File: config.mk
export PLATFORM = sky130hd
export DESIGN_NAME = sbs_pair_cmp
export DESIGN_NICKNAME = d
export VERILOG_FILES = /design/src/sv/sbs_pkg.sv /design/src/sv/sbs_pair_cmp.sv
export SDC_FILE = /design/constraint.sdc
export NUM_CORES = 1
export LEC_CHECK = 0
export BUFFER_PORTS_ARGS = -buffer_cell sky130_fd_sc_hd__buf_2
export CAP_MARGIN = 15
export CORE_MARGIN = 10
export CORE_UTILIZATION = 45
export DETAILED_ROUTE_END_ITERATION = 6
export PLACE_DENSITY_LB_ADDON = 0.3
export SLEW_MARGIN = 20
export SYNTH_ARGS = -nofsm -noshare
export SYNTH_HDL_FRONTEND = slang
export SYNTH_SLANG_ARGS = --single-unit
File: constraint.sdc
create_clock -name vclk -period 5.71
set_input_delay 0.8565 -clock vclk [all_inputs]
set_output_delay 0.8565 -clock vclk [all_outputs]
set_load 0.02 [all_outputs]
File: src/sv/sbs_pkg.sv
// Shared constants and types for the sorted pair binary search block.
`timescale 1ns / 1ps
`default_nettype none

package sbs_pkg;

  // defaults for the top level parameters
  localparam int unsigned TableDepthDef = 1024;
  localparam int unsigned SymbolBitsDef = 32;

  // fixed field widths
  localparam int unsigned IndexW  = 10;
  localparam int unsigned CountW  = 11;
  localparam int unsigned KeyW    = 32;
  localparam int unsigned PosW    = 11;
  localparam int unsigned InDataW = 80;  // index + two keys, padded to bytes
  localparam int unsigned OutDataW = 16; // found + position, padded to bytes

  // command codes carried in tuser
  localparam logic CMD_LOAD   = 1'b0;
  localparam logic CMD_SEARCH = 1'b1;

  // outcome of one lexicographic probe compare
  typedef struct packed {
    logic key_after;   // key pair sorts strictly after the entry
    logic key_before;  // key pair sorts strictly before the entry
  } cmp_res_t;

endpackage

`default_nettype wire

File: src/sv/sbs_pair_cmp.sv
// Lexicographic compare of the search key pair against one table entry.
`timescale 1ns / 1ps
`default_nettype none

module sbs_pair_cmp #(
  parameter int unsigned SymbolBits = sbs_pkg::SymbolBitsDef
) (
  input  wire logic [SymbolBits-1:0] key_left_i,
  input  wire logic [SymbolBits-1:0] key_right_i,
  input  wire logic [SymbolBits-1:0] ent_left_i,
  input  wire logic [SymbolBits-1:0] ent_right_i,
  output sbs_pkg::cmp_res_t          res_o
);

  logic left_eq;

  assign left_eq = (key_left_i == ent_left_i);

  always_comb begin
    res_o.key_after  = (key_left_i > ent_left_i) || (left_eq && (key_right_i > ent_right_i));
    res_o.key_before = (key_left_i < ent_left_i) || (left_eq && (key_right_i < ent_right_i));
  end

endmodule

`default_nettype wire

==> run_results.csv, run 1 <==
group,metric,value,unit
sta,finalSetupTns,0,ns
sta,period_share,0.6238,
power_and_ir_drop,p_int,0.07931,mW
critical_path,worst-path-buf-inv,2,
die,die_h,80.52,um
logic_synthesis,synthTopCellsByCount,"ha_1, inv_1, a21oi_1, nand4_1",
power_and_ir_drop,p_leak,1.571,nW
layout,layout.nets,550,
place,place_ws,2.129,ns
min_path,min_from,"key_left_i[31]",
logic_synthesis,synth_top_cell_area_share,0.4860,
min_path,worstHoldPathCells,6,
sta,fmax,280.7,MHz
grt,grt-ovfl-total,0,
logic_synthesis,syn_avg_cell_area,7.291,um2
grt,grt_pass1_wl,8335,um
layout,final_core_util,0.6845,
die,core_area,3442,um2
layout,layout.cells.non_filler,402,
power_and_ir_drop,powerDensity,62.19,nW/um2
logic_synthesis,syn_nets,418,
status,status,"complete, no violations",
sta,slew_violations,0,
layout,clockBufferCount,0,
power_and_ir_drop,vdd_ir_drop_max,0.03459,mV
die,initial_core_util,0.4787,
sta,worstMarginPinSlew,0.4258,ns
logic_synthesis,synthCells,226,
logic_synthesis,synth_warnings,0,
critical_path,path_delay_family,"compound AO/OA/AOI/OAI gates",
critical_path,critPathMaxStageDelay,0.31,ns
min_path,hold_path.class,"primary input to output port",
grt,grt_usage,0.1487,
route,final_antenna_net_count,0,
die,fp.dieW,80.52,um
route,wl_per_cell,12.59,um
place,hpwlAfterDp,4924,um
min_path,min_to,"res_o[1]",
critical_path,start_kind,"primary input",
power_and_ir_drop,switching_share,0.4587,
critical_path,worstPathMaxFanout,2,
sta,fin_ws,2.148,ns
logic_synthesis,synth.area.top_cells,"ha_1, inv_1, a21oi_1",
critical_path,path_cells,"buf_2 -> ha_1 -> a21o_1 -> a221o_1 -> a221o_1 -> nor3_1 -> o211a_1 -> or2_1 -> buf_2",
sta,hold_violations,0,
critical_path,cp.arrival,2.71,ns
critical_path,worstSetupPathType,"primary input to output port",
logic_synthesis,ys_seq_area_frac,0,
logic_synthesis,synth_cell_type_count,29,
power_and_ir_drop,pwr-share-clk,0,
critical_path,cpMaxStageDelayCell,"a221o_1",
clocking,post_cts_buffers,0,
sta,rsz0062_at_grt,"no",
route,post-route-drc-count,0,
power_and_ir_drop,fin_total_pwr,0.1465,mW
die,num_io_pins,130,
grt,grt_max_degree,5,
route,viasPerCell,4.808,
die,die_area,6483,um2
power_and_ir_drop,p_seq_frac,0,
grt,grt_pass1_vias,2054,
run,maxCapViolCount,0,
critical_path,cp.required,4.85,ns
power_and_ir_drop,p_sw,0.06721,mW
power_and_ir_drop,pwr-share-comb,1.000,
layout,diodes,0,
layout,drive_gt1_frac,0.3708,
clocking,postCtsHoldBufs,0,
place,port_buffers,130,
route,drt_iter0_drc,31,
clocking,cts-resized-gates,0,
sta,finalSetupViolations,0,
route,dr.pass1.iters,4,
place,place_inst,402,
place,gp_congestion,0.8395,
critical_path,endpoint_kind,"output port",
sta,slew_headroom,0.7135,
route,drt-total-wl,5060,um
logic_synthesis,synth_top_area_cell,"ha_1",
layout,syn_to_final_growth,42.98,%
sta,post-route-min-period,3.562,ns
layout,seq_cells,0,
route,vias,1933,
die,rows,21,
logic_synthesis,syn_area,1648,um2
grt,antenna_found_initial,0,
layout,seq_area,0,um2
==> layout make-up <==
class | instances | area [um2]
Multi-Input combinational cell | 162 | 1408
Fill cell | 309 | 1086
Timing Repair Buffer | 130 | 650.6
Inverter | 64 | 240.2
Tap cell | 46 | 57.56
==> cell families (layout without fill, tap and decap cells) <==
logic type | Yosys count | in the layout | share of synthesized area
AOI/OAI and AO/OA | 48 | 48 | 0.1951
adders and majority gates | 64 | 64 | 0.4860
buffers and inverters | 64 | 194 | 0.1458
muxes | 1 | 1 | 0.006075
and+or+nand+nor | 49 | 49 | 0.1670
==> metal layers <==
layer / global-route usage / routed length (um)
met1: 0.1454 / 1908
met2: 0.2970 / 2582
met3: 0.06125 / 569
met4: 0 / 0
met5: 0 / 0
==> power by group through the flow <==
stage	Sequential (mW)	Clock [mW]	Combinational, mW
2_1_floorplan	0	0	0.0844
3_3_place_gp	0	0	0.143
3_5_place_dp	0	0	0.148
4_1_cts	0	0	0.149
5_1_grt	0	0	0.173
6_report	0	0	0.147
==> stage by stage <==
step,cell area (um2),hold WS (ns)
2_1_floorplan,1648,2.254
3_3_place_gp,2356,2.428
3_5_place_dp,2356,2.434
4_1_cts,2356,2.440
5_1_grt,2356,2.490
6_report,2356,2.430
==> how the worst max path moves through the flow <==
stage	slack, ns	cells after the start	to	start
floorplan	2.42	8	res_o[0]	ent_left_i[5]
global placement	2.14	9	res_o[0]	key_left_i[5]
detailed placement	2.13	9	res_o[0]	key_left_i[5]
CTS	2.13	9	res_o[0]	key_left_i[5]
global route	2.05	9	res_o[0]	key_left_i[5]
finish	2.15	9	res_o[0]	key_left_i[5]
==> cell usage in the layout (no fill, tap or decap), types with 2 or more instances in the layout <==
cell type and count:
a21o_1 9, nor2b_1 2, a21oi_1 19, nor4_1 4
o211ai_1 3, inv_1 64, a221oi_1 2, nand4_1 14
a211oi_1 3, a221o_1 4, o21ai_1 2, ha_1 64
o21ai_0 2, nand2b_1 2, nand2_1 9, buf_2 130
nand3_1 7, nor2_1 3, and3_1 2
(Power assumes the default switching activity.)
==> run 2, diff against run 1 <==
--- a/config.mk
+++ b/config.mk
@@ -5,10 +5,11 @@
 export SDC_FILE = /design/constraint.sdc
 export NUM_CORES = 1
 export LEC_CHECK = 0
+export ABC_AREA = 1
 export BUFFER_PORTS_ARGS = -buffer_cell sky130_fd_sc_hd__buf_2
 export CAP_MARGIN = 15
 export CORE_MARGIN = 10
-export CORE_UTILIZATION = 45
+export CORE_UTILIZATION = 43
 export DETAILED_ROUTE_END_ITERATION = 6
 export PLACE_DENSITY_LB_ADDON = 0.3
 export SLEW_MARGIN = 20
==> constraint.sdc (replaced) <==
create_clock -name vclk -period 3.7
set_input_delay 0.555 -clock vclk [all_inputs]
set_output_delay 0.555 -clock vclk [all_outputs]
set_load 0.02 [all_outputs]
==> run 2 against run 1 <==
  * First-iteration DRC count grew 23%
  * Combinational power grew 62%
  * Largest cell class unchanged
  * Total power grew 62%
  * Final cell count grew 16%
  * Largest power group unchanged
  * Via count grew 5.4%
  * Critical path depth grew 2
  * Synthesized area grew 7.7%
  * Synthesized cell count grew 26%
  * Flip-flop and latch count is the same
==> run_results.csv, run 2 <==
group,metric,value,unit
critical_path,crit_top_cell,"nand2_1",
power_and_ir_drop,p_leak,1.718,nW
critical_path,path_cells,"buf_2 -> ha_1 -> nand2_1 -> nor2_1 -> nand2_1 -> nor2_1 -> nand2_1 -> nand2_1 -> nand2_1 -> nand2_1 -> buf_2",
logic_synthesis,syn_nets,477,
logic_synthesis,synth_top_area_cell,"ha_1",
sta,post-route-min-period,2.390,ns
logic_synthesis,syn_area,1774,um2
route,dr.pass1.iters,4,
power_and_ir_drop,vdd_ir_drop_max,0.04767,mV
place,hpwlAfterDp,4992,um
die,initial_core_util,0.4435,
logic_synthesis,synth_top_cell_area_share,0.4513,
sta,hold_violations,0,
logic_synthesis,synth.area.top_cells,"ha_1, inv_1, nand2_1",
sta,period_share,0.6460,
die,die_area,7096,um2
critical_path,cpMaxStageDelayCell,"ha_1",
logic_synthesis,syn_avg_cell_area,6.225,um2
power_and_ir_drop,fin_total_pwr,0.2377,mW
critical_path,cp.required,3.14,ns
layout,layout.nets,609,
critical_path,worstSetupPathType,"primary input to output port",
logic_synthesis,synth.most_common_cell,"inv_1",
logic_synthesis,synthTopCellsByCount,"inv_1, nand2_1, ha_1, a21oi_1, nor2_1",
place,port_buffers,130,
grt,grt_pass1_wl,8790,um
grt,grt_usage,0.1349,
clocking,postCtsHoldBufs,0,
sta,slew_headroom,0.8788,
route,vias,2038,
layout,syn_to_final_growth,40.20,%
route,wl_per_cell,10.92,um
route,top_layer,"met4",
grt,grt_max_degree,4,
logic_synthesis,synthCells,285,
route,viasPerCell,4.383,
sta,rsz0062_at_grt,"no",
route,drt_iter0_drc,38,
layout,clockBufferCount,0,
route,met1_length,2001,um
die,core_area,4000,um2
route,drt-total-wl,5079,um
route,final_antenna_net_count,0,
status,status,"complete, no violations",
sta,slew_violations,0,
logic_synthesis,synth_cell_type_count,19,
route,post-route-drc-count,0,
critical_path,critPathMaxStageDelay,0.28,ns
min_path,hold_path.class,"primary input to output port",
sta,finalSetupTns,0,ns
critical_path,start_kind,"primary input",
run,maxCapViolCount,0,
sta,fin_hold_ws,1.763,ns
critical_path,endpoint_kind,"output port",
die,num_io_pins,130,
power_and_ir_drop,powerDensity,95.54,nW/um2
layout,final_common_cell,"buf_2",
clocking,cts-resized-gates,0,
layout,final_core_util,0.6218,
grt,antenna_found_initial,0,
critical_path,cp.arrival,1.84,ns
route,wl_met2,2584,um
die,die_h,84.24,um
logic_synthesis,ys_seq_area_frac,0,
clocking,post_cts_buffers,0,
grt,grt-ovfl-total,0,
layout,fillers,402,
layout,drive_gt1_frac,0.3566,
layout,mostFrequentLayoutCells,"buf_2, inv_1, nand2_1",
place,gp_congestion,0.7942,
layout,seq_area,0,um2
layout,diodes,0,
die,rows,23,
sta,fmax,418.4,MHz
die,fp.dieW,84.24,um
logic_synthesis,synth_warnings,0,
route,wl_met3,475,um
sta,worstMarginPinSlew,0.1799,ns
sta,finalSetupViolations,0,
grt,grt_pass1_vias,2211,
critical_path,worstPathMaxFanout,2,
layout,seq_cells,0,
run 2: final timing paths:
path / from / endpoint / slack, ns / cells after the start
worst min-delay path: key_right_i[23] / res_o[0] / 1.76 / 8
worst max-delay path: key_right_i[31] / res_o[1] / 1.31 / 11
run 2: logic make-up after synthesis:
family,Yosys count,share of synthesized area
AO/OA/AOI/OAI,41,0.1269
adder cells (fa/ha/maj),64,0.4513
buffers and inverters,79,0.1671
AND/OR/NAND/NOR,101,0.2546
run 2: layout make-up:
type,instances,area (um2),area share
repair buffers,130,650.6,0.2616
well taps,50,62.56,0.02515
multi-input cells,206,1478,0.5941
inverters,79,296.5,0.1192
run 2: per-layer routing:
metal  global-route usage  vias to the layer above
met5                    0                        -
met4             0.004566                        0
met3              0.04155                        2
met2               0.2607                       63
met1               0.1455                      816
li1                     -                     1157
run 2: metrics by stage:
stage                     instances  area, um2  setup WS, ns
after floorplan                 285       1774         1.534
after global placement          465       2487         1.304
after detailed placement        465       2487         1.295
after CTS                       465       2487         1.294
after global routing            465       2487         1.100
final                           465       2487         1.310
run 2: critical path, delay by kind of cell:
family / cells / cell delay [ns]
adder cells (fa/ha/maj): 1 / 0.28
buffers and inverters: 2 / 0.26
AND/OR/NAND/NOR: 8 / 0.74
run 2: power breakdown:
group / switching [mW] / leakage, nW / internal, mW
Combinational: 0.116 / 1.72 / 0.121
Sequential: 0 / 0 / 0
Clock: 0 / 0 / 0
Total: 0.116 / 1.72 / 0.121
