[src/sv/sbs_pkg.sv]
// Shared constants and types for the sorted pair binary search block.
`timescale 1ns / 1ps
`default_nettype none

package sbs_pkg;

  // defaults for the top level parameters
  localparam int unsigned TableDepthDef = 1024;
  localparam int unsigned SymbolBitsDef = 32;

  // fixed field widths
  localparam int unsigned IndexW  = 10;
  localparam int unsigned CountW  = 11;
  localparam int unsigned KeyW    = 32;
  localparam int unsigned PosW    = 11;
  localparam int unsigned InDataW = 80;  // index + two keys, padded to bytes
  localparam int unsigned OutDataW = 16; // found + position, padded to bytes

  // command codes carried in tuser
  localparam logic CMD_LOAD   = 1'b0;
  localparam logic CMD_SEARCH = 1'b1;

  // outcome of one lexicographic probe compare
  typedef struct packed {
    logic key_after;   // key pair sorts strictly after the entry
    logic key_before;  // key pair sorts strictly before the entry
  } cmp_res_t;

endpackage

`default_nettype wire

[src/sv/sbs_seq.sv]
// Search sequencer: holds bounds, issues one table read per probe, drives results.
`timescale 1ns / 1ps
`default_nettype none

module sbs_seq #(
  parameter int unsigned TableDepth = sbs_pkg::TableDepthDef,
  parameter int unsigned SymbolBits = sbs_pkg::SymbolBitsDef
) (
  input  wire logic                          clk_i,
  input  wire logic                          rst_ni,
  // configuration
  input  wire logic                          cfg_we_i,
  input  wire logic [sbs_pkg::CountW-1:0]    cfg_wdata_i,
  // input items
  input  wire logic                          in_valid_i,
  output logic                               in_ready_o,
  input  wire logic                          in_cmd_i,
  input  wire logic [sbs_pkg::IndexW-1:0]    in_index_i,
  input  wire logic [SymbolBits-1:0]         in_left_i,
  input  wire logic [SymbolBits-1:0]         in_right_i,
  // result items
  output logic                               out_valid_o,
  input  wire logic                          out_ready_i,
  output logic                               out_found_o,
  output logic [sbs_pkg::PosW-1:0]           out_pos_o,
  // table access
  output logic                               ram_we_o,
  output logic [$clog2(TableDepth)-1:0]      ram_waddr_o,
  output logic                               ram_re_o,
  output logic [$clog2(TableDepth)-1:0]      ram_raddr_o,
  // compare unit
  output logic [SymbolBits-1:0]              key_left_o,
  output logic [SymbolBits-1:0]              key_right_o,
  input  wire sbs_pkg::cmp_res_t             cmp_i
);

  localparam int unsigned AddrW = $clog2(TableDepth);
  localparam int unsigned PtrW  = $clog2(TableDepth + 1);
  localparam int unsigned CntW  = (PtrW > sbs_pkg::CountW) ? PtrW : sbs_pkg::CountW;

  typedef enum logic [1:0] {
    ST_IDLE,
    ST_START,
    ST_PROBE,
    ST_FINISH
  } state_e;

  state_e                    state_q, state_d;
  logic [sbs_pkg::CountW-1:0] count_q, count_d;
  logic [CntW-1:0]           lo_q, lo_d, hi_q, hi_d, mid_q, mid_d;
  logic [SymbolBits-1:0]     kl_q, kl_d, kr_q, kr_d;
  logic                      res_found_q, res_found_d;
  logic [CntW-1:0]           res_pos_q, res_pos_d;
  logic                      out_valid_q, out_valid_d;
  logic                      out_found_q, out_found_d;
  logic [sbs_pkg::PosW-1:0]  out_pos_q, out_pos_d;

  logic                      accept;
  logic [CntW-1:0]           count_eff;
  logic [CntW-1:0]           lo_n, hi_n, sel_lo, sel_hi, mid_n;
  logic [CntW:0]             mid_sum;

  assign accept    = in_valid_i && (state_q == ST_IDLE);
  assign count_eff = (CntW'(count_q) > CntW'(TableDepth)) ? CntW'(TableDepth)
                                                          : CntW'(count_q);

  // probe bounds after this cycle's compare
  always_comb begin
    lo_n = lo_q;
    hi_n = hi_q;
    if (cmp_i.key_after) begin
      lo_n = mid_q + CntW'(1);
    end else if (cmp_i.key_before) begin
      hi_n = mid_q;
    end
  end

  // shared midpoint adder: floor((lo + hi - 1) / 2), only used while lo < hi
  assign sel_lo  = (state_q == ST_START) ? lo_q : lo_n;
  assign sel_hi  = (state_q == ST_START) ? hi_q : hi_n;
  assign mid_sum = {1'b0, sel_lo} + {1'b0, sel_hi} - (CntW + 1)'(1);
  assign mid_n   = mid_sum[CntW:1];

  always_comb begin
    state_d     = state_q;
    count_d     = cfg_we_i ? cfg_wdata_i : count_q;
    lo_d        = lo_q;
    hi_d        = hi_q;
    mid_d       = mid_q;
    kl_d        = kl_q;
    kr_d        = kr_q;
    res_found_d = res_found_q;
    res_pos_d   = res_pos_q;
    out_valid_d = out_valid_q && !out_ready_i;
    out_found_d = out_found_q;
    out_pos_d   = out_pos_q;
    ram_re_o    = 1'b0;
    ram_raddr_o = AddrW'(mid_n);

    case (state_q)
      ST_IDLE: begin
        if (accept && (in_cmd_i == sbs_pkg::CMD_SEARCH)) begin
          kl_d    = in_left_i;
          kr_d    = in_right_i;
          lo_d    = '0;
          hi_d    = count_eff;
          state_d = ST_START;
        end
      end
      ST_START: begin
        if (lo_q < hi_q) begin
          ram_re_o = 1'b1;
          mid_d    = mid_n;
          state_d  = ST_PROBE;
        end else begin
          res_found_d = 1'b0;
          res_pos_d   = lo_q;
          state_d     = ST_FINISH;
        end
      end
      ST_PROBE: begin
        if (!cmp_i.key_after && !cmp_i.key_before) begin
          res_found_d = 1'b1;
          res_pos_d   = mid_q;
          state_d     = ST_FINISH;
        end else if (lo_n < hi_n) begin
          ram_re_o = 1'b1;
          lo_d     = lo_n;
          hi_d     = hi_n;
          mid_d    = mid_n;
        end else begin
          lo_d        = lo_n;
          hi_d        = hi_n;
          res_found_d = 1'b0;
          res_pos_d   = lo_n;
          state_d     = ST_FINISH;
        end
      end
      ST_FINISH: begin
        // wait for the output register to drain
        if (!out_valid_q || out_ready_i) begin
          out_valid_d = 1'b1;
          out_found_d = res_found_q;
          out_pos_d   = sbs_pkg::PosW'(res_pos_q);
          state_d     = ST_IDLE;
        end
      end
      default: begin
        state_d = ST_IDLE;
      end
    endcase
  end

  always_ff @(posedge clk_i or negedge rst_ni) begin
    if (!rst_ni) begin
      state_q     <= ST_IDLE;
      count_q     <= '0;
      lo_q        <= '0;
      hi_q        <= '0;
      mid_q       <= '0;
      kl_q        <= '0;
      kr_q        <= '0;
      res_found_q <= 1'b0;
      res_pos_q   <= '0;
      out_valid_q <= 1'b0;
      out_found_q <= 1'b0;
      out_pos_q   <= '0;
    end else begin
      state_q     <= state_d;
      count_q     <= count_d;
      lo_q        <= lo_d;
      hi_q        <= hi_d;
      mid_q       <= mid_d;
      kl_q        <= kl_d;
      kr_q        <= kr_d;
      res_found_q <= res_found_d;
      res_pos_q   <= res_pos_d;
      out_valid_q <= out_valid_d;
      out_found_q <= out_found_d;
      out_pos_q   <= out_pos_d;
    end
  end

  // loads write straight through; out-of-range indexes are dropped
  assign ram_we_o    = accept && (in_cmd_i == sbs_pkg::CMD_LOAD)
                       && (32'(in_index_i) < 32'(TableDepth));
  assign ram_waddr_o = AddrW'(in_index_i);

  assign in_ready_o  = (state_q == ST_IDLE);
  assign out_valid_o = out_valid_q;
  assign out_found_o = out_found_q;
  assign out_pos_o   = out_pos_q;
  assign key_left_o  = kl_q;
  assign key_right_o = kr_q;

  a_probe_in_bounds : assert property (@(posedge clk_i) disable iff (!rst_ni)
    (state_q == ST_PROBE) |-> ((mid_q >= lo_q) && (mid_q < hi_q)))
    else $error("probe index outside search window");

  a_window_ordered : assert property (@(posedge clk_i) disable iff (!rst_ni)
    ((state_q == ST_PROBE) || (state_q == ST_START)) |-> (lo_q <= hi_q))
    else $error("search window inverted");

  a_hi_shrinks : assert property (@(posedge clk_i) disable iff (!rst_ni)
    (state_q == ST_PROBE) |=> (hi_q <= $past(hi_q)))
    else $error("upper bound grew during search");

  a_no_rw_clash : assert property (@(posedge clk_i) disable iff (!rst_ni)
    !(ram_we_o && ram_re_o))
    else $error("table write and probe read in the same cycle");

endmodule

`default_nettype wire

[config.mk]
export PLATFORM = sky130hd
export DESIGN_NAME = sbs_seq
export DESIGN_NICKNAME = d
export VERILOG_FILES = /design/src/sv/sbs_pkg.sv /design/src/sv/sbs_seq.sv
export SDC_FILE = /design/constraint.sdc
export NUM_CORES = 1
export LEC_CHECK = 0
export BUFFER_PORTS_ARGS = -buffer_cell sky130_fd_sc_hd__buf_2
export CORE_ASPECT_RATIO = 0.6
export CORE_MARGIN = 5
export CORE_UTILIZATION = 49
export DETAILED_ROUTE_END_ITERATION = 10
export GPL_ROUTABILITY_DRIVEN = 0
export PLACE_DENSITY = 0.85
export REMOVE_ABC_BUFFERS = 1
export SKIP_LAST_GASP = 1
export SYNTH_ARGS = -nofsm -noshare
export SYNTH_HDL_FRONTEND = slang
export SYNTH_SLANG_ARGS = --single-unit
[constraint.sdc]
create_clock -name clk_i -period 4.35 [get_ports clk_i]
set_input_delay 0.2175 -clock clk_i [delete_from_list [all_inputs] [get_ports clk_i]]
set_output_delay 0.2175 -clock clk_i [all_outputs]
set_load 0.05 [all_outputs]
==> flow_summary.html, run 1 <==
<table>
<tr><th>Metric</th><th>Value</th></tr>
<tr><th colspan="2">Global route</th></tr>
<tr><td>Initial antenna violation count</td><td>0</td></tr>
<tr><td>GRT Resource Usage Total</td><td>21.1%</td></tr>
<tr><td>Total gr overflow</td><td>0</td></tr>
<tr><td>First-pass GRT wire length</td><td>around 30 mm</td></tr>
<tr><td>Vias in the first global route</td><td>5683</td></tr>
<tr><td>Largest net degree at the start of global routing</td><td>96</td></tr>
<tr><th colspan="2">Timing</th></tr>
<tr><td>Count of endpoints failing hold in the final timing report</td><td>0</td></tr>
<tr><td>Worst slew margin relative to its limit</td><td>between 15 and 20%</td></tr>
<tr><td>RSZ-0062 raised after global routing</td><td>true</td></tr>
<tr><td>FMAX</td><td>between 0.2 and 0.25 GHz</td></tr>
<tr><td>Final worst path period need</td><td>4.20 ns</td></tr>
<tr><td>Number of pins exceeding their max-slew limit in the final report</td><td>0</td></tr>
<tr><td>Final setup violation count</td><td>0</td></tr>
<tr><td>Actual transition at the worst max-transition pin</td><td>1.23 ns</td></tr>
<tr><td>Skew final</td><td>0.0122 ns</td></tr>
<tr><td>Part of the cycle the worst path needs</td><td>between 90% and 100%</td></tr>
<tr><td>Final worst hold slack</td><td>0.0253 ns</td></tr>
<tr><th colspan="2">Yosys</th></tr>
<tr><td>Share of synthesized flip-flops with an asynchronous set or reset</td><td>100%</td></tr>
<tr><td>Average size of a mapped cell</td><td>between 10 and 15 sq um</td></tr>
<tr><td>Most frequent cell after synthesis</td><td>sky130_fd_sc_hd__dfrtp_1</td></tr>
<tr><td>Share of the yosys chip area belonging to registers</td><td>45.2%</td></tr>
<tr><td>Synthesis warning total</td><td>0</td></tr>
<tr><td>Proportion of netlist area held by the largest area contributor</td><td>45.2%</td></tr>
<tr><td>Number of unique standard cell types used by synthesis</td><td>a little under 60</td></tr>
<tr><td>Top cells by instance count after synthesis</td><td>135 x sky130_fd_sc_hd__dfrtp_1, 98 x sky130_fd_sc_hd__mux2_2, 48 x sky130_fd_sc_hd__inv_1, 43 x sky130_fd_sc_hd__ha_1, 41 x sky130_fd_sc_hd__a21oi_1</td></tr>
<tr><td>Biggest area contributors in the synthesized netlist</td><td>sky130_fd_sc_hd__dfrtp_1 45%, sky130_fd_sc_hd__mux2_2 15%, sky130_fd_sc_hd__ha_1 7.2%, sky130_fd_sc_hd__mux2i_1 3.5%, sky130_fd_sc_hd__a21oi_1 2.7%</td></tr>
<tr><td>Number of standard cells after synthesis</td><td>around 670</td></tr>
<tr><td>EDFF count, synth</td><td>0</td></tr>
<tr><td>Cell taking the most area after synthesis</td><td>sky130_fd_sc_hd__dfrtp_1</td></tr>
<tr><td>Flip-flop and latch count after synthesis</td><td>roughly 140</td></tr>
<tr><td>Synthesized cell area</td><td>7480 sq um</td></tr>
<tr><td>Dominant synthesized flop cell</td><td>sky130_fd_sc_hd__dfrtp_1</td></tr>
<tr><th colspan="2">Routing</th></tr>
<tr><td>Drt wl/cell</td><td>18.2 um</td></tr>
<tr><td>Overall via count from detail_route</td><td>~5800</td></tr>
<tr><td>Routed Antenna Nets</td><td>0</td></tr>
<tr><td>DRC marker count from the first detailed-route iteration</td><td>~530</td></tr>
<tr><td>Initial DRT Pass Iterations</td><td>6</td></tr>
<tr><td>DRC errors left</td><td>0</td></tr>
<tr><td>Wire length after detailed routing</td><td>between 15 and 20 mm</td></tr>
<tr><td>Via-to-Cell Ratio</td><td>around 5.5</td></tr>
<tr><th colspan="2">Critical path</th></tr>
<tr><td>CP endpoint kind</td><td>output port</td></tr>
<tr><td>Crit path max-delay cell type</td><td>sky130_fd_sc_hd__dfrtp_1</td></tr>
<tr><td>Critical Path AT</td><td>between 3 and 4 ns</td></tr>
<tr><td>Worst-path cell chain</td><td>ha_2 &gt; nand2_1 &gt; o21ai_2 &gt; mux2i_1 &gt; ha_1 &gt; inv_1 &gt; ha_1 &gt; fa_1 &gt; a21o_1 &gt; a21oi_2 &gt; o21ai_2 &gt; or4_1 &gt; nand2_1 &gt; xnor2_1 &gt; buf_4</td></tr>
<tr><td>Crit path largest cell delay</td><td>approximately 0.46 ns</td></tr>
<tr><td>WS Path Type</td><td>reg -&gt; out</td></tr>
<tr><td>Buffer and inverter count on the worst path</td><td>2</td></tr>
<tr><td>Crit path launch type</td><td>flop</td></tr>
<tr><td>Cell type group with the largest total delay on the critical path</td><td>adder cells</td></tr>
<tr><td>Required time of the worst setup path</td><td>~4.1 ns</td></tr>
<tr><td>Crit Path Max Fanout</td><td>6</td></tr>
<tr><th colspan="2">Placement</th></tr>
<tr><td>Number of buffers inserted by port buffering</td><td>172</td></tr>
<tr><td>Cell Count Post-Placement</td><td>between 1000 and 1500</td></tr>
<tr><td>Post-DP HPWL</td><td>approximately 14 mm</td></tr>
<tr><th colspan="2">Layout</th></tr>
<tr><td>Reg area</td><td>approximately 3400 sq um</td></tr>
<tr><td>Layout-stage area growth over the synthesis result</td><td>21.1%</td></tr>
<tr><td>Final-layout fill cell count</td><td>about 1300</td></tr>
<tr><td>Net count of the finished layout</td><td>964</td></tr>
<tr><td>Proportion of layout cells with a drive suffix above 1</td><td>a little over two fifths</td></tr>
<tr><td>Final cell count without fillers</td><td>~1000</td></tr>
<tr><td>Ant. Diodes</td><td>0</td></tr>
<tr><td>Area taken by multi-input logic gates</td><td>3650 sq um</td></tr>
<tr><th colspan="2">Run status</th></tr>
<tr><td>Status</td><td>completed</td></tr>
<tr><th colspan="2">Floorplan</th></tr>
<tr><td>Die height</td><td>~110 um</td></tr>
<tr><td>Width of the die</td><td>about 170 um</td></tr>
<tr><td>Initial standard-cell utilization of the core</td><td>between 40 and 50%</td></tr>
<tr><td>Number of core rows</td><td>35</td></tr>
<tr><td>Overall die area</td><td>between 15000 and 20000 sq um</td></tr>
<tr><td>Core outline area</td><td>roughly 15000 sq um</td></tr>
<tr><td>Num ports</td><td>~190</td></tr>
<tr><th colspan="2">CTS</th></tr>
<tr><td>TritonCTS clock tree</td><td>built</td></tr>
<tr><td>Maximum clock insertion buffer count</td><td>2</td></tr>
<tr><td>Clock latency on the worst-skew pair</td><td>~0.42 ns</td></tr>
<tr><td>Buffer type at the clock tree root</td><td>sky130_fd_sc_hd__clkbuf_16</td></tr>
<tr><td>Maximum level of the CTS H-tree</td><td>4</td></tr>
<tr><td>Clock transition at the registers of the reported paths</td><td>0.06 ns</td></tr>
<tr><td>Setup Fix Bufs, Post-CTS</td><td>0</td></tr>
<tr><td>Number of clock sinks</td><td>135</td></tr>
<tr><td>Number of CTS-inserted buffers</td><td>17</td></tr>
<tr><th colspan="2">Job</th></tr>
<tr><td>Count of max-cap constraint violations</td><td>0</td></tr>
<tr><th colspan="2">Worst hold path</th></tr>
<tr><td>Worst hold path type</td><td>in -&gt; reg</td></tr>
</table>
==> placed cells by master (no fill, tap or decap), types with 6 or more instances in the layout <==
| cell | netlist | layout |
|---|---|---|
| sky130_fd_sc_hd__buf_2 | 4 | 170 |
| sky130_fd_sc_hd__a22o_1 | 8 | 8 |
| sky130_fd_sc_hd__mux2i_1 | 26 | 26 |
| sky130_fd_sc_hd__inv_1 | 48 | 48 |
| sky130_fd_sc_hd__clkbuf_16 | 0 | 17 |
| sky130_fd_sc_hd__xnor2_1 | 9 | 9 |
| sky130_fd_sc_hd__mux2_2 | 98 | 98 |
| sky130_fd_sc_hd__nand2_1 | 34 | 34 |
| sky130_fd_sc_hd__a21oi_1 | 41 | 37 |
| sky130_fd_sc_hd__xor2_1 | 8 | 8 |
| sky130_fd_sc_hd__nor2_1 | 34 | 34 |
| sky130_fd_sc_hd__mux2_4 | 10 | 10 |
| sky130_fd_sc_hd__ha_1 | 43 | 41 |
| sky130_fd_sc_hd__a21o_1 | 6 | 6 |
| sky130_fd_sc_hd__o21ai_0 | 29 | 26 |
| sky130_fd_sc_hd__nand3_1 | 10 | 9 |
| sky130_fd_sc_hd__buf_4 | 22 | 20 |
| sky130_fd_sc_hd__a221oi_1 | 7 | 7 |
| sky130_fd_sc_hd__dfrtp_1 | 135 | 134 |
==> timing repair <==
item / CTS / global route
hold buffers: 1 / 0
endpoints found under the hold margin: 94 / 0
endpoints found under the setup margin: 2 / 3
gates resized for setup: 4 / 11
==> stage by stage <==
stage / area (sq um) / utilization, % / setup TNS [ns] / worst slack [ns]
finish: 9060 / 59.8 / 0 / 0.155
detailed placement: 8430 / 55.7 / 0 / 0.232
global placement: 8430 / 55.7 / 0 / 0.371
global route: 9060 / 59.8 / -0.0761 / -0.0761
CTS: 9020 / 59.6 / 0 / 0.0193
floorplan: 7160 / - / -1.42 / -0.127
==> cell type report <==
cell class / count / share of cell area, %
clock buffers: 19 / 4.89
inverters: 48 / 1.99
well taps: 203 / 2.80
flip-flops and latches: 135 / 37.3
clock inverters: 12 / 1.42
repair buffers: 192 / 11.3
multi-input cells: 433 / 40.3
==> path summary, 6_finish.rpt <==
check,startpoint,to,slack [ns],cells past startpoint
worst max-delay path,mid_q[1]$_DFFE_PN0P_,ram_raddr_o[8],0.15,15
worst min-delay path,cfg_wdata_i[3],count_q[3]$_DFFE_PN0P_,0.03,2
worst max register to register,mid_q[1]$_DFFE_PN0P_,mid_q[10]$_DFFE_PN0P_,0.51,16
worst min register to register,out_pos_o[9]$_DFFE_PN0P_,out_pos_o[9]$_DFFE_PN0P_,0.50,1
max in group asynchronous,rst_ni,mid_q[2]$_DFFE_PN0P_,2.79,3
min in group asynchronous,rst_ni,key_right_o[13]$_DFFE_PN0P_,0.45,2
==> per-layer routing <==
metal,global-route usage (%),part of all wire [%]
met1,31.4,46
met4,4.60,1.2
met5,0,0
met2,29.4,42
met3,7.31,11
==> state kept, by name (all words and copies together) (netlist names) <==
name / cells
count_q: 11
hi_q: 11
key_left_o: 32
key_right_o: 32
lo_q: 11
mid_q: 11
out_found_o: 1
out_pos_o: 11
out_valid_o: 1
res_found_q: 1
res_pos_q: 11
state_q: 2
==> logic make-up (layout without fill, tap and decap cells) <==
logic type	count (synthesis)	count (layout)	share of synthesized area [%]
buffers and inverters	104	271	6.71
DFF	135	135	45.2
and+or+nand+nor	113	113	7.61
xor gates and xnor gates	17	17	1.99
AOI/OAI and AO/OA	124	124	10.7
muxes	135	135	20.4
adders and majority gates	44	44	7.46
Power of run 1 is left out: the tool's default activity adds up to more than one toggle a clock period on the data nets, which glitch-free logic cannot reach.
==> run 2, diff against run 1 <==
BUFFER_PORTS_ARGS = -buffer_cell sky130_fd_sc_hd__buf_4   (was -buffer_cell sky130_fd_sc_hd__buf_2)
CORE_UTILIZATION = 50   (was 49)
CTS_BUF_LIST = sky130_fd_sc_hd__clkbuf_4   (was not set)
PLACE_DENSITY = 0.86   (was 0.85)
==> run 2 against run 1 <==
  * Die area fell by 1.9%
  * Flip-flop and latch count unchanged
  * Cell count grew 7.5%
  * Final area rose by 11%
  * Critical path depth unchanged
  * Critical path type unchanged
  * Critical endpoint unchanged
==> flow_summary.html, run 2 (synthesis gave the netlist of run 1 again) <==
<table>
<tr><th>Metric</th><th>Value</th></tr>
<tr><th colspan="2">Run status</th></tr>
<tr><td>Status</td><td>completed (unchanged)</td></tr>
<tr><th colspan="2">Floorplan</th></tr>
<tr><td>Die height</td><td>105 um (was 106 um)</td></tr>
<tr><td>Width of the die</td><td>168 um (was 170 um)</td></tr>
<tr><td>Number of core rows</td><td>34 (was 35)</td></tr>
<tr><td>Initial standard-cell utilization of the core</td><td>51.3% (was 49.4%)</td></tr>
<tr><td>Overall die area</td><td>17600 sq um (was 17900 sq um)</td></tr>
<tr><td>Num ports</td><td>193 (unchanged)</td></tr>
<tr><td>Core outline area</td><td>14600 sq um (was 15200 sq um)</td></tr>
<tr><th colspan="2">Layout</th></tr>
<tr><td>Final-layout fill cell count</td><td>1049 (was 1254)</td></tr>
<tr><td>Layout-stage area growth over the synthesis result</td><td>34.0% (was 21.1%)</td></tr>
<tr><td>Ant. Diodes</td><td>0 (unchanged)</td></tr>
<tr><td>Proportion of layout cells with a drive suffix above 1</td><td>39.5% (was 41.7%)</td></tr>
<tr><td>Net count of the finished layout</td><td>1046 (was 964)</td></tr>
<tr><td>Commonest non-fill, non-tap cell in the layout</td><td>sky130_fd_sc_hd__buf_4 (was sky130_fd_sc_hd__buf_2)</td></tr>
<tr><td>Post-Route Utilization</td><td>68.7% (was 59.8%)</td></tr>
<tr><td>Leading cell types in the layout, fill and taps excluded</td><td>196 x sky130_fd_sc_hd__buf_4, 133 x sky130_fd_sc_hd__dfrtp_1, 98 x sky130_fd_sc_hd__mux2_2 (was 170 x sky130_fd_sc_hd__buf_2, 134 x sky130_fd_sc_hd__dfrtp_1, 98 x sky130_fd_sc_hd__mux2_2)</td></tr>
<tr><th colspan="2">Critical path</th></tr>
<tr><td>End of the worst register-to-register path</td><td>mid_q[10]$_DFFE_PN0P_ (unchanged)</td></tr>
<tr><td>Flop-to-flop setup slack</td><td>0.66 ns (was 0.51 ns)</td></tr>
<tr><td>Crit path launch type</td><td>flop (unchanged)</td></tr>
<tr><td>Start point of the critical path</td><td>mid_q[1]$_DFFE_PN0P_ (unchanged)</td></tr>
<tr><td>Critical Path AT</td><td>3.93 ns (was 3.98 ns)</td></tr>
<tr><td>WS Path Type</td><td>reg -&gt; out (unchanged)</td></tr>
<tr><td>Buffer and inverter count on the worst path</td><td>2 (unchanged)</td></tr>
<tr><td>Crit path largest cell delay</td><td>0.46 ns (about the same)</td></tr>
<tr><td>Reg-to-reg critical path startpoint</td><td>mid_q[1]$_DFFE_PN0P_ (unchanged)</td></tr>
<tr><td>Crit path max-delay cell type</td><td>sky130_fd_sc_hd__dfrtp_2 (was sky130_fd_sc_hd__dfrtp_1)</td></tr>
<tr><td>Required time of the worst setup path</td><td>4.13 ns (about the same)</td></tr>
<tr><td>Worst-path cell chain</td><td>ha_2 &gt; nand2_1 &gt; o21ai_2 &gt; mux2i_1 &gt; ha_1 &gt; inv_1 &gt; ha_1 &gt; fa_2 &gt; a21o_1 &gt; a21oi_2 &gt; o21ai_2 &gt; or4_4 &gt; nand2_1 &gt; xnor2_1 &gt; buf_4 (was ha_2 &gt; nand2_1 &gt; o21ai_2 &gt; mux2i_1 &gt; ha_1 &gt; inv_1 &gt; ha_1 &gt; fa_1 &gt; a21o_1 &gt; a21oi_2 &gt; o21ai_2 &gt; or4_1 &gt; nand2_1 &gt; xnor2_1 &gt; buf_4)</td></tr>
<tr><td>Number of cells traversed by the worst register-to-register path</td><td>16 (unchanged)</td></tr>
<tr><td>Crit Path Max Fanout</td><td>4 (was 6)</td></tr>
<tr><td>CP endpoint kind</td><td>output port (unchanged)</td></tr>
<tr><td>Cell type group with the largest total delay on the critical path</td><td>adder cells (unchanged)</td></tr>
<tr><th colspan="2">Timing</th></tr>
<tr><td>Worst slew margin relative to its limit</td><td>26.1% (was 18.0%)</td></tr>
<tr><td>Number of pins exceeding their max-slew limit in the final report</td><td>0 (unchanged)</td></tr>
<tr><td>Count of endpoints failing hold in the final timing report</td><td>0 (unchanged)</td></tr>
<tr><td>Final sum of negative setup slack</td><td>0 ns (unchanged)</td></tr>
<tr><td>Skew final</td><td>0.0234 ns (was 0.0122 ns)</td></tr>
<tr><td>FMAX</td><td>0.241 GHz (was 0.238 GHz)</td></tr>
<tr><td>Final setup violation count</td><td>0 (unchanged)</td></tr>
<tr><td>Part of the cycle the worst path needs</td><td>95.4% (was 96.4%)</td></tr>
<tr><td>RSZ-0062 raised after global routing</td><td>true (unchanged)</td></tr>
<tr><td>Actual transition at the worst max-transition pin</td><td>1.11 ns (was 1.23 ns)</td></tr>
<tr><td>Final worst path period need</td><td>4.15 ns (was 4.20 ns)</td></tr>
<tr><th colspan="2">Routing</th></tr>
<tr><td>DRC marker count from the first detailed-route iteration</td><td>464 (was 534)</td></tr>
<tr><td>DRC errors left</td><td>0 (unchanged)</td></tr>
<tr><td>Routed Antenna Nets</td><td>0 (unchanged)</td></tr>
<tr><td>Wire length after detailed routing</td><td>21.2 mm (was 19.0 mm)</td></tr>
<tr><td>Drt wl/cell</td><td>19.0 um (was 18.2 um)</td></tr>
<tr><td>Via-to-Cell Ratio</td><td>5.47 (was 5.53)</td></tr>
<tr><td>Overall via count from detail_route</td><td>6121 (was 5759)</td></tr>
<tr><td>Initial DRT Pass Iterations</td><td>5 (was 6)</td></tr>
<tr><th colspan="2">Global route</th></tr>
<tr><td>First-pass GRT wire length</td><td>34.3 mm (was 30.1 mm)</td></tr>
<tr><td>Total gr overflow</td><td>0 (unchanged)</td></tr>
<tr><td>Largest net degree at the start of global routing</td><td>103 (was 96)</td></tr>
<tr><td>Initial antenna violation count</td><td>0 (unchanged)</td></tr>
<tr><td>GRT Resource Usage Total</td><td>24.1% (was 21.1%)</td></tr>
<tr><td>Vias in the first global route</td><td>6298 (was 5683)</td></tr>
<tr><th colspan="2">Job</th></tr>
<tr><td>Count of max-cap constraint violations</td><td>0 (unchanged)</td></tr>
<tr><th colspan="2">Worst hold path</th></tr>
<tr><td>Worst hold path type</td><td>in -&gt; reg (unchanged)</td></tr>
<tr><td>Worst hold path stage count</td><td>2 (unchanged)</td></tr>
<tr><td>Worst hold endpoint</td><td>count_q[6]$_DFFE_PN0P_ (was count_q[3]$_DFFE_PN0P_)</td></tr>
<tr><td>Hold path start</td><td>cfg_we_i (was cfg_wdata_i[3])</td></tr>
<tr><th colspan="2">CTS</th></tr>
<tr><td>Clock transition at the registers of the reported paths</td><td>0.13 ns (was 0.06 ns)</td></tr>
<tr><td>Maximum clock insertion buffer count</td><td>2 (unchanged)</td></tr>
<tr><td>TritonCTS clock tree</td><td>built (unchanged)</td></tr>
<tr><td>Clock latency on the worst-skew pair</td><td>0.52 ns (was 0.42 ns)</td></tr>
<tr><td>Number of CTS-inserted buffers</td><td>17 (unchanged)</td></tr>
<tr><td>Number of clock sinks</td><td>135 (unchanged)</td></tr>
<tr><td>Buffer type at the clock tree root</td><td>sky130_fd_sc_hd__clkbuf_4 (was sky130_fd_sc_hd__clkbuf_16)</td></tr>
<tr><td>Maximum level of the CTS H-tree</td><td>4 (unchanged)</td></tr>
<tr><th colspan="2">Placement</th></tr>
<tr><td>Number of buffers inserted by port buffering</td><td>172 (unchanged)</td></tr>
<tr><td>Post-DP HPWL</td><td>14.3 mm (was 13.9 mm)</td></tr>
</table>
==> run 2: routing by layer <==
layer,wire (um),vias up,GRT usage [%]
met4,119,0,3.88
li1,-,2833,-
met3,2220,18,8.87
met1,9540,2979,34.1
met5,0,-,0
met2,9350,291,36.3
==> run 2: worst reg2reg max path, stage by stage, from the launching register on <==
cell and delay [ns]:
sky130_fd_sc_hd__dfrtp_2 0.46, sky130_fd_sc_hd__ha_2 0.34, sky130_fd_sc_hd__nand2_1 0.08, sky130_fd_sc_hd__o21ai_2 0.11, sky130_fd_sc_hd__mux2i_1 0.10, sky130_fd_sc_hd__ha_1 0.29, sky130_fd_sc_hd__inv_1 0.04, sky130_fd_sc_hd__ha_1 0.22
sky130_fd_sc_hd__fa_2 0.37, sky130_fd_sc_hd__a21o_1 0.18, sky130_fd_sc_hd__a21oi_2 0.19, sky130_fd_sc_hd__o21ai_2 0.12, sky130_fd_sc_hd__or4_4 0.43, sky130_fd_sc_hd__a31o_2 0.24, sky130_fd_sc_hd__a21oi_1 0.17, sky130_fd_sc_hd__xor2_1 0.16
sky130_fd_sc_hd__mux2i_1 0.09
==> run 2: what timing repair did <==
action | 4_1_cts | 5_1_grt
pin swaps | 0 | 4
buffers inserted | 0 | 8
setup endpoints to repair | 3 | 3
gates resized for setup | 9 | 11
hold buffers | 77 | 0
hold endpoints to repair | 177 | 0
==> run 2: metrics by stage <==
step / hold WS (ns) / instance area, sq um / worst slack, ns / cells
floorplan: -0.0781 / 7160 / -0.127 / 616
global placement: 0.384 / 8850 / 0.435 / 1003
detailed placement: 0.390 / 8850 / 0.272 / 1003
CTS: 0.00599 / 9930 / 0.00305 / 1112
global route: -0.000368 / 10000 / -0.0390 / 1120
finish: 0.0659 / 10000 / 0.202 / 1120
==> run 2: how the worst max path moves through the flow <==
stage,end,slack (ns),cells past startpoint
after CTS,ram_raddr_o[9],0.003,16
after floorplan,hi_q[1]$_DFFE_PN0P_,-0.13,7
final,ram_raddr_o[8],0.20,15
after detailed placement,mid_q[10]$_DFFE_PN0P_,0.27,15
after global routing,ram_raddr_o[9],-0.04,16
after global placement,mid_q[10]$_DFFE_PN0P_,0.44,15
==> run 2: area by class of cell <==
type | count | area, sq um | share of cell area (%)
Multi-Input combinational cell | 433 | 3680 | 36.7
Sequential cell | 135 | 3380 | 33.7
Timing Repair Buffer | 274 | 2250 | 22.5
Tap cell | 198 | 248 | 2.47
Inverter | 48 | 180 | 1.80
Clock inverter | 14 | 151 | 1.51
Clock buffer | 18 | 135 | 1.35
Power of run 2 is left out for the same reason.
